===== src/hdl/bmtc_ram.sv =====
// Generic simple dual-port RAM: one write port, one read port, registered read.
// Used for the adjacency and reachability matrices; no package dependency.
module bmtc_ram #(
  parameter int WIDTH = 8,
  parameter int DEPTH = 16
) (
  input  logic                     clk,
  input  logic                     we,
  input  logic [$clog2(DEPTH)-1:0] waddr,
  input  logic [WIDTH-1:0]         wdata,
  input  logic                     re,
  input  logic [$clog2(DEPTH)-1:0] raddr,
  output logic [WIDTH-1:0]         rdata
);

  logic [WIDTH-1:0] mem [DEPTH];
  logic [WIDTH-1:0] rdata_r;

  always_ff @(posedge clk) begin
    if (we) begin
      mem[waddr] <= wdata;
    end
    if (re) begin
      rdata_r <= mem[raddr];
    end
  end

  assign rdata = rdata_r;

endmodule


===== config.mk =====
export PLATFORM = sky130hd
export DESIGN_NAME = bmtc_ram
export DESIGN_NICKNAME = d
export VERILOG_FILES = /design/src/hdl/bmtc_ram.sv
export SDC_FILE = /design/constraint.sdc
export NUM_CORES = 1
export LEC_CHECK = 0
export ABC_AREA = 1
export BUFFER_PORTS_ARGS = -buffer_cell sky130_fd_sc_hd__buf_2
export CAP_MARGIN = 40
export CORE_MARGIN = 8
export CORE_UTILIZATION = 35
export CTS_BUF_LIST = sky130_fd_sc_hd__clkbuf_4 sky130_fd_sc_hd__clkbuf_8
export DETAILED_ROUTE_END_ITERATION = 12
export GPL_TIMING_DRIVEN = 1
export PLACE_DENSITY = 0.51
export SLEW_MARGIN = 20
export SYNTH_ARGS = -nofsm -noshare
export SYNTH_HDL_FRONTEND = slang
export SYNTH_SLANG_ARGS = --single-unit

===== constraint.sdc =====
create_clock -name clk -period 3.3 [get_ports clk]
set_input_delay 0.495 -clock clk [delete_from_list [all_inputs] [get_ports clk]]
set_output_delay 0.495 -clock clk [all_outputs]
set_load 0.02 [all_outputs]

==> reports/results.txt, run 1 <==
Gate Count Post-Synth: 551
Pleak: 0.002807 uW
Largest stage delay on the critical path: 0.44 ns
Path depth of the worst reg2reg path: 6
Final period utilization: 49.42%
Post-Syn Area: 5847 um2
Post-Synthesis Net Count: 570
Vias/cell: 4.634
Final GP Congestion: 0.7796
Hold EP: rdata[0]
Filler cell count: 1623
Routed Antenna Nets: 0
Post-synth cell types: 11
Power per Cell Area: 551.1 nW/um2
Routed WL: 13890 um
Reg clk slew, reported paths: 0.08 ns
Top cell type's share of synthesized area: 69.85%
#FFs+latches synth: 136
Outcome: completed
Final Setup Violations: 0
Crit. End Element: register
Area contributors post-synth: edfxtp_1 70%, nand2_1 11%, nand3_1 8.3%, inv_1 6.4%, buf_6 1.2%
Worst Path Max Fanout: 33
Hold depth: 1
First-pass GRT wire length: 22080 um
TritonCTS clock tree: done
Via count: 3791
Crit path time final: 1.631 ns
Hold Violations, Final: 0
Area of the multi-input gates: 1214 um2
Critical R2R Launch: mem[15][4]
Pre-Repair DR Iteration Count: 6
Final Net Count: 604
Worst vdd ir: 250.7 uV
Die ar.: 21100 um2
Worst min-delay path class: input pin to register
Final Power: 3647 uW
Reg2Reg Capture Point: rdata[4]
CTS root buffer: clkbuf_8
Post-Place Worst Slack: 1.207 ns
GRT Residual Overflow: 0
Std-Cell Rows: 47
Seq/Total Area, Yosys: 69.85%
Largest net degree at the start of global routing: 65
Sequential cell area: 4084 um2
Reg-to-reg slack, setup: 2.13 ns
Detail Placement HPWL: 8803 um
Setup slack after layout: 1.669 ns
Post-CTS Setup Bufs: 0
Critical path, cell by cell: buf_2 > inv_2 > buf_12 > nand2_1 > nand3_1 > nand3_1 > nand3_1 > nand2_1
IO buf count: 26
# DRC: 0
CTS Buf Count: 17
Crit path top cell by count: nand3_1
RSZ-0062 raised after global routing: no
Cts repair resizes: 0
DIE WIDTH: 145.3 um
Worst hold start: re
Boundary pin count: 27
WL per Instance: 16.98 um
# diodes: 0
Final Max Slew Viols: 0
Synthesis-to-finish area growth: 13.18%
Peak Freq: 613.1 MHz
Start point of the critical path: raddr[0]
Setup_tns: 0 ns
Synth warnings: 0
Die height: 145.3 um
Max-cap violations: 0
DRT iter0 DRCs: 382
Total clock sinks: 136
Initial antenna violation count: 0
Worst Setup Path Type: input pin to register
All-layer global routing usage: 13.59%
Slowest-stage cell, CP: inv_2
H-tree depth: 4
Arrival time at the worst endpoint: 1.82 ns
Worst Skew: 0.01107 ns
CTS Buffer Depth: 2
Worst-Margin Slew: 0.8102 ns
Starting Density: 35.51%
Later-pin clock latency in the skew report: 0.43 ns
Layout cell share with drive strength beyond 1: 11.37%
Relative slew slack: 45.79%
Cts-stage hold buffer count: 0
Vias in the first global route: 3795
CP startpoint kind: input pin
Total core area: 16470 um2
WP data required: 3.49 ns
Syn avg cell area: 10.61 um2
Area leader, netlist: edfxtp_1
-- how the worst max path moves through the flow --
stage                       endpoint  depth (start not counted)
final                       rdata[1]                          8
after global placement      rdata[1]                          8
after floorplan           mem[10][0]                          2
after global routing        rdata[3]                          8
after CTS                   rdata[3]                          8
after detailed placement    rdata[3]                          8
-- worst max-delay path, delay by kind of cell --
family	cells	cell delay, ns
buf+inv	3	0.82
simple gates	5	0.49
-- through the flow --
step | instances | area [um2] | util, % | hold WS, ns
floorplan | 551 | 5847 | - | 0.5939
detailed placement | 784 | 6181 | 37.54 | 0.7434
finish | 818 | 6618 | 40.19 | 0.4302
global placement | 776 | 6121 | 37.17 | 0.7485
CTS | 816 | 6603 | 40.10 | 0.4156
global route | 818 | 6618 | 40.19 | 0.4055
-- state kept, by name (all words and copies together) (netlist names) --
name   count
mem      128
rdata      8
-- cell usage in the layout, fill, tap and decap left out, drive strengths merged --
master    instances
nand2           173
edfxtp          136
inv             103
nand3            97
buf              39
clkbuf           18
nor2             17
clkinv            7
bufinv            4
nand3b            2
clkinvlp          2
-- logic make-up (layout without fill, tap and decap cells) --
kind of cell / count (synthesis) / in the layout / synth area share [%]
simple gates: 289 / 289 / 20.76
flops: 136 / 136 / 69.85
buf+inv: 126 / 173 / 9.394
-- final cells by class --
type	count	area share, %
inverters	102	5.786
repair buffers	39	3.630
well taps	220	4.160
clock inverters	14	2.723
flip-flops and latches	136	61.71
clock buffers	18	3.649
multi-input cells	289	18.34
-- power breakdown --
group	internal, uW	switching, uW	leakage, uW
Sequential	1940	10.1	0.00124
Clock	823	629	0.000204
Combinational	64.2	177	0.00137
Total	2830	816	0.00281
-- cell usage after synthesis --
cell type	number
nand3b_1	2
nor2_1	17
nand2_1	173
edfxtp_1	136
buf_2	13
inv_2	2
buf_4	4
buf_6	6
nand3_1	97
buf_1	1
inv_1	100
-- routing by layer --
layer | vias up | wire length (um) | GRT usage (%)
met3 | 14 | 469 | 3.016
met5 | - | 0 | 0
li1 | 1846 | - | -
met4 | 0 | 235 | 4.893
met2 | 93 | 6567 | 21.19
met1 | 1838 | 6618 | 18.26
No activity file was read; power rests on OpenSTA's default activity.
==> run 2: changes to the inputs <==
--- a/config.mk
+++ b/config.mk
@@ -13,7 +13,7 @@
 export CTS_BUF_LIST = sky130_fd_sc_hd__clkbuf_4 sky130_fd_sc_hd__clkbuf_8
 export DETAILED_ROUTE_END_ITERATION = 12
 export GPL_TIMING_DRIVEN = 1
-export PLACE_DENSITY = 0.51
+export PLACE_DENSITY = 0.53
 export SLEW_MARGIN = 20
 export SYNTH_ARGS = -nofsm -noshare
 export SYNTH_HDL_FRONTEND = slang
==> constraint.sdc (replaced) <==
create_clock -name clk -period 1.35 [get_ports clk]
set_input_delay 0.2025 -clock clk [delete_from_list [all_inputs] [get_ports clk]]
set_output_delay 0.2025 -clock clk [all_outputs]
set_load 0.02 [all_outputs]
==> run 2 against run 1 <==
Against the previous run:
- worst setup slack worse by 1.6 ns
- core utilization up 1.5 points
- register-to-register slack worse by 1.9 ns
- routed wire length grew 1.1%
- clock skew up 0.0038 ns
- sequential power rose by 150%
- cell count is 2.1% higher
- global-route usage rose by 0.40 points
==> reports/results.txt, run 2 (synthesis gave the netlist of run 1 again) <==
CTS Buf Count: 17 (unchanged)
Outcome: completed (unchanged)
All-layer global routing usage: 13.98% (was 13.59%)
Total clock sinks: 136 (unchanged)
GRT Residual Overflow: 0 (unchanged)
CTS root buffer: clkbuf_8 (unchanged)
Arrival time at the worst endpoint: 1.08 ns (was 1.82 ns)
Start point of the critical path: rdata[4] (was raddr[0])
IO buf count: 26 (unchanged)
Final hold slack: 0.1214 ns (was 0.4302 ns)
Worst min-delay path class: input pin to register (unchanged)
Relative slew slack: 58.22% (was 45.79%)
WP data required: 1.15 ns (was 3.49 ns)
Detail Placement HPWL: 9297 um (was 8803 um)
Largest stage delay on the critical path: 0.44 ns (about the same)
Later-pin clock latency in the skew report: 0.45 ns (was 0.43 ns)
RSZ-0062 raised after global routing: no (unchanged)
Routed WL: 14040 um (was 13890 um)
Worst-Margin Slew: 0.6257 ns (was 0.8102 ns)
Reg2Reg Capture Point: rdata[2] (was rdata[4])
WL per Instance: 16.81 um (was 16.98 um)
Peak Freq: 779.3 MHz
# diodes: 0 (unchanged)
Post-route cell area: 6863 um2 (was 6618 um2)
Final period utilization: 95.05%
Cts repair resizes: 0 (unchanged)
Worst Setup Path Type: register to output port (was input pin to register)
Routed Antenna Nets: 0 (unchanged)
Max-cap violations: 0 (unchanged)
Initial antenna violation count: 0 (unchanged)
Most frequent cells in the layout: 173 x nand2_1, 136 x edfxtp_1, 100 x inv_1, 97 x nand3_1, 26 x buf_2 (unchanged)
CTS Buffer Depth: 2 (unchanged)
# DRC: 0 (unchanged)
Path depth of the worst reg2reg path: 6 (unchanged)
Top delay family on crit path: flip-flops (was buffers and inverters)
Leading cell type in the layout, fill and taps excluded: nand2_1 (unchanged)
Worst vdd ir: 584.1 uV (was 250.7 uV)
Pleak: 0.002945 uW (was 0.002807 uW)
Vias in the first global route: 3942 (was 3795)
Worst Skew: 0.01491 ns (was 0.01107 ns)
Layout cell share with drive strength beyond 1: 14.15% (was 11.37%)
Reg-to-reg slack, setup: 0.20 ns (was 2.13 ns)
Power per Cell Area: 1386 nW/um2 (was 551.1 nW/um2)
Die ar.: 21100 um2 (unchanged)
Crit path buf inv count: 1 (was 3)
Hold Violations, Final: 0 (unchanged)
DRT iter0 DRCs: 314 (was 382)
CP startpoint kind: register (was input pin)
Synthesis-to-finish area growth: 17.38% (was 13.18%)
Worst hold start: re (unchanged)
Std-Cell Rows: 47 (unchanged)
Final Net Count: 621 (was 604)
Cts-stage hold buffer count: 0 (unchanged)
Boundary pin count: 27 (unchanged)
Critical R2R Launch: mem[6][2] (was mem[15][4])
Reg clk slew, reported paths: 0.08 ns (about the same)
Critical path, cell by cell: buf_2 (was buf_2 > inv_2 > buf_12 > nand2_1 > nand3_1 > nand3_1 > nand3_1 > nand2_1)
Filler cell count: 1585 (was 1623)
Slowest-stage cell, CP: edfxtp_1 (was inv_2)
Final GP Congestion: 0.8301 (was 0.7796)
Total core area: 16470 um2 (unchanged)
Final Max Slew Viols: 0 (unchanged)
Utilization after layout: 41.68% (was 40.19%)
Die height: 145.3 um (unchanged)
H-tree depth: 4 (unchanged)
Setup slack after layout: 0.06681 ns (was 1.669 ns)
Dpl cell area: 6374 um2 (was 6181 um2)
Pre-Repair DR Iteration Count: 5 (was 6)
Via count: 3862 (was 3791)
Largest register FFs: 128 (unchanged)
Vias/cell: 4.625 (was 4.634)
DIE WIDTH: 145.3 um (unchanged)
Largest net degree at the start of global routing: 47 (was 65)
Hold EP: rdata[7] (was rdata[0])
Hold depth: 1 (unchanged)
Crit. End Element: output port (was register)
Worst Path Max Fanout: 1 (was 33)
TritonCTS clock tree: done (unchanged)
Post-Place Worst Slack: -0.08683 ns (was 1.207 ns)
First-pass GRT wire length: 22180 um (was 22080 um)
Final Setup Violations: 0 (unchanged)
Post-CTS Setup Bufs: 0 (unchanged)
Top reg by flops: mem (unchanged)
Crit path time final: 1.283 ns
Starting Density: 35.51% (unchanged)
## run 2: area by class of cell
| type | instances | area, um2 | area share (%) |
|---|---|---|---|
| multi-input combinational | 289 | 1214 | 17.68 |
| tap | 220 | 275.3 | 4.011 |
| clock inverter | 15 | 255.2 | 3.719 |
| timing repair buffer | 56 | 417.9 | 6.089 |
| sequential | 136 | 4084 | 59.51 |
| inverter | 102 | 382.9 | 5.579 |
| clock buffer | 17 | 234.0 | 3.409 |
## run 2: through the flow
stage               power (uW)  cells  TNS (ns)
floorplan                 5226    551         0
global placement          5517    803   -0.3125
detailed placement        5524    803   -0.4506
CTS                       9581    835         0
global route              9820    835         0
finish                    9511    835         0
## run 2: layer usage
metal	track usage [%]	vias to the layer above	routed length [um]
li1	-	1882	-
met1	17.98	1867	6481
met2	22.10	95	6730
met3	3.109	18	558
met4	6.559	0	269
met5	0	-	0
## run 2: where the power goes
part           internal, uW  total (uW)  switching (uW)
clock network          2540        4090            1550
logic                   197         636             439
registers              4750        4780            32.3
## run 2: worst max path at each step
stage	endpoint	slack, ns	depth (start not counted)
final	rdata[4]	0.07	1
after global routing	rdata[6]	0.03	1
after CTS	rdata[4]	0.04	1
after detailed placement	rdata[4]	-0.09	6
after global placement	rdata[6]	-0.07	6
after floorplan	mem[10][0]	0.20	2
==> run 3: changes to the inputs <==
--- a/config.mk
+++ b/config.mk
@@ -5,7 +5,6 @@
 export SDC_FILE = /design/constraint.sdc
 export NUM_CORES = 1
 export LEC_CHECK = 0
-export ABC_AREA = 1
 export BUFFER_PORTS_ARGS = -buffer_cell sky130_fd_sc_hd__buf_2
 export CAP_MARGIN = 40
 export CORE_MARGIN = 8
==> run 3 against run 2 <==
Against the previous run:
- the flow now finishes with violations (setup timing)
- largest cell class unchanged
- combinational power fell by 15%
- first-iteration DRC count fell by 33%
- worst setup slack worse by 0.18 ns
- critical path depth increased by 2
==> reports/results.txt, run 3 <==
Share of flip-flops with an asynchronous set or reset: 0% (unchanged)
Final period utilization: 108.5% (was 95.05%)
Most frequent cells in the layout: 136 x edfxtp_1, 43 x buf_4, 32 x mux4_2, 26 x buf_2, 17 x clkbuf_8 (was 173 x nand2_1, 136 x edfxtp_1, 100 x inv_1, 97 x nand3_1, 26 x buf_2)
Critical R2R Launch: mem[3][0] (was mem[6][2])
Final Power: 8704 uW (was 9511 uW)
XOR/XNOR Fraction of Synth Area: 0% (unchanged)
Vias in the first global route: 2711 (was 3942)
Post-CTS Setup Bufs: 0 (unchanged)
Power per Cell Area: 1382 nW/um2 (was 1386 nW/um2)
TritonCTS clock tree: done (unchanged)
Worst vdd ir: 1212 uV (was 584.1 uV)
Outcome: complete, but fails checks (was completed)
GRT Residual Overflow: 0 (unchanged)
Initial antenna violation count: 0 (unchanged)
Max-cap violations: 0 (unchanged)
Layout cell share with drive strength beyond 1: 44.27% (was 14.15%)
DRT iter0 DRCs: 210 (was 314)
Path depth of the worst reg2reg path: 3 (was 6)
Worst-Margin Slew: 0.4962 ns (was 0.6257 ns)
Largest family of logic cells by synthesized area: multiplexers (was simple AND/OR/NAND/NOR gates)
Pre-Repair DR Iteration Count: 4 (was 5)
Die ar.: 19100 um2 (was 21100 um2)
Mux cell area share after synthesis: 14.79% (was 0%)
Final Max Slew Viols: 0 (unchanged)
Peak Freq: 682.6 MHz (was 779.3 MHz)
Compound-Gate Fraction of Synth Area: 2.298% (was 0%)
Later-pin clock latency in the skew report: 0.43 ns (was 0.45 ns)
Failing checks: setup timing
Setup slack after layout: -0.1150 ns (was 0.06681 ns)
Via count: 2528 (was 3862)
WL per Instance: 21.03 um (was 16.81 um)
CTS root buffer: clkbuf_8 (unchanged)
Worst min-delay path class: input pin to register (unchanged)
Count leader, synth: edfxtp_1 (was nand2_1)
# diodes: 0 (unchanged)
Leading cell type in the layout, fill and taps excluded: edfxtp_1 (was nand2_1)
Total core area: 14590 um2 (was 16470 um2)
Final Net Count: 330 (was 621)
Synthesis-to-finish area growth: 20.44% (was 17.38%)
Post-Layout Cell Count: 507 (was 835)
Routed Antenna Nets: 0 (unchanged)
Area leader, netlist: edfxtp_1 (unchanged)
Reg2Reg Capture Point: rdata[0] (was rdata[2])
Arrival time at the worst endpoint: 1.64 ns (was 1.08 ns)
Detail Placement HPWL: 7489 um (was 9297 um)
Start point of the critical path: mem[3][0] (was rdata[4])
Std-Cell Rows: 44 (was 47)
Relative slew slack: 66.80% (was 58.22%)
Utilization after layout: 43.16% (was 41.68%)
Routed WL: 10660 um (was 14040 um)
Sequential cell area: 4084 um2 (unchanged)
DIE WIDTH: 138.2 um (was 145.3 um)
Reg clk slew, reported paths: 0.07 ns (was 0.08 ns)
# DRC: 0 (unchanged)
Synth warnings: 0 (unchanged)
Adder-cell share of the synthesized area: 0% (unchanged)
Final hold slack: 0.1449 ns (was 0.1214 ns)
Filler cell count: 1259 (was 1585)
Pleak: 0.002113 uW (was 0.002945 uW)
Post-synth cell types: 18 (was 11)
Total clock sinks: 136 (unchanged)
Largest net degree at the start of global routing: 25 (was 47)
Top cells by count, synth: 136 x edfxtp_1, 18 x mux4_2, 16 x a22oi_1 (was 173 x nand2_1, 136 x edfxtp_1, 100 x inv_1)
Worst Setup Path Type: register to register (was register to output port)
Largest register FFs: 128 (unchanged)
Top reg by flops: mem (unchanged)
Worst Skew: 0.005020 ns (was 0.01491 ns)
Seq/Total Area, Yosys: 78.12% (was 69.85%)
Post-Syn Area: 5228 um2 (was 5847 um2)
Area of the multi-input gates: 1060 um2 (was 1214 um2)
All-layer global routing usage: 11.74% (was 13.98%)
IO buf count: 26 (unchanged)
Simple-gate share of the synthesized area: 3.135% (was 20.76%)
CTS Buffer Depth: 2 (unchanged)
Final Setup Violations: 7 (was 0)
Final GP Congestion: 0.7899 (was 0.8301)
Vias/cell: 4.986 (was 4.625)
Hold EP: rdata[0] (was rdata[7])
H-tree depth: 4 (unchanged)
Placed cells: 476 (was 803)
Gate Count Post-Synth: 229 (was 551)
Post-Synthesis Net Count: 248 (was 570)
RSZ-0062 raised after global routing: yes (was no)
Syn avg cell area: 22.83 um2 (was 10.61 um2)
Area contributors post-synth: edfxtp_1 78%, mux4_2 7.8%, mux4_1 7.0%, a22oi_1 2.3%, nor2_1 0.93% (was edfxtp_1 70%, nand2_1 11%, nand3_1 8.3%, inv_1 6.4%, buf_6 1.2%)
Worst hold start: re (unchanged)
WP data required: 1.52 ns (was 1.15 ns)
Crit. End Element: register (was output port)
CTS Buf Count: 17 (unchanged)
Hold depth: 1 (unchanged)
Hold Violations, Final: 0 (unchanged)
Die height: 138.2 um (was 145.3 um)
Post-Place Worst Slack: -0.4257 ns (was -0.08683 ns)
CP startpoint kind: register (unchanged)
Post-synth EDFFs: 136 (unchanged)
Worst Path Max Fanout: 1 (unchanged)
Starting Density: 35.83% (was 35.51%)
Reg-to-reg slack, setup: -0.11 ns (was 0.20 ns)
Top cell type's share of synthesized area: 78.12% (was 69.85%)
First-pass GRT wire length: 16470 um (was 22180 um)
Main flop type after synthesis: edfxtp_1 (unchanged)
#FFs+latches synth: 136 (unchanged)
Crit path time final: 1.465 ns (was 1.283 ns)
Boundary pin count: 27 (unchanged)
==> run 3: area by class of cell <==
cell class | count | share of cell area (%)
clock buffers | 18 | 3.835
flip-flops and latches | 136 | 64.86
well taps | 184 | 3.657
repair buffers | 73 | 8.267
multi-input cells | 83 | 16.83
clock inverters | 13 | 2.544
==> run 3: worst max-delay path by stage <==
stage / endpoint / depth (start not counted) / slack (ns)
final: rdata[0] / 3 / -0.11
after global routing: rdata[0] / 3 / -0.15
after CTS: rdata[0] / 3 / -0.12
after detailed placement: rdata[4] / 6 / -0.43
after global placement: rdata[4] / 6 / -0.43
after floorplan: mem[3][0] / 2 / -0.12
==> run 3: layer usage <==
metal	wire (um)	vias to the layer above	GRT usage [%]
met3	580	15	3.904
met5	0	-	0
met1	4951	1315	15.62
met2	4961	69	17.23
li1	-	1129	-
met4	172	0	4.863
==> run 3: timing repair <==
item	CTS	global route
hold endpoints to repair	0	0
resized for setup	8	2
setup endpoints to repair	8	8
hold buffers	0	0
pin swaps	1	1
==> run 3: cell families (layout without fill, tap and decap cells) <==
logic type / Yosys count / in the layout
multiplexers: 32 / 32
flip-flops: 136 / 136
AND/OR/NAND/NOR: 35 / 35
buffers and inverters: 10 / 104
AO/OA/AOI/OAI: 16 / 16
==> run 3: worst max-delay path, cell delays in order (launching register included) <==
cell and delay, ns:
edfxtp_1 0.37, mux4_2 0.52, a22oi_2 0.22, nand2_2 0.10
==> run 3: through the flow <==
step	setup TNS (ns)	area (um2)
after floorplan	-4.075	5228
after global placement	-9.859	5858
after detailed placement	-9.770	5858
after CTS	-0.4785	6284
after global routing	-0.7231	6296
final	-0.3210	6296
==> run 3: power breakdown <==
group | internal [uW] | switching, uW
logic | 244 | 295
clock network | 1970 | 1410
registers | 4750 | 26.3
total | 6970 | 1730
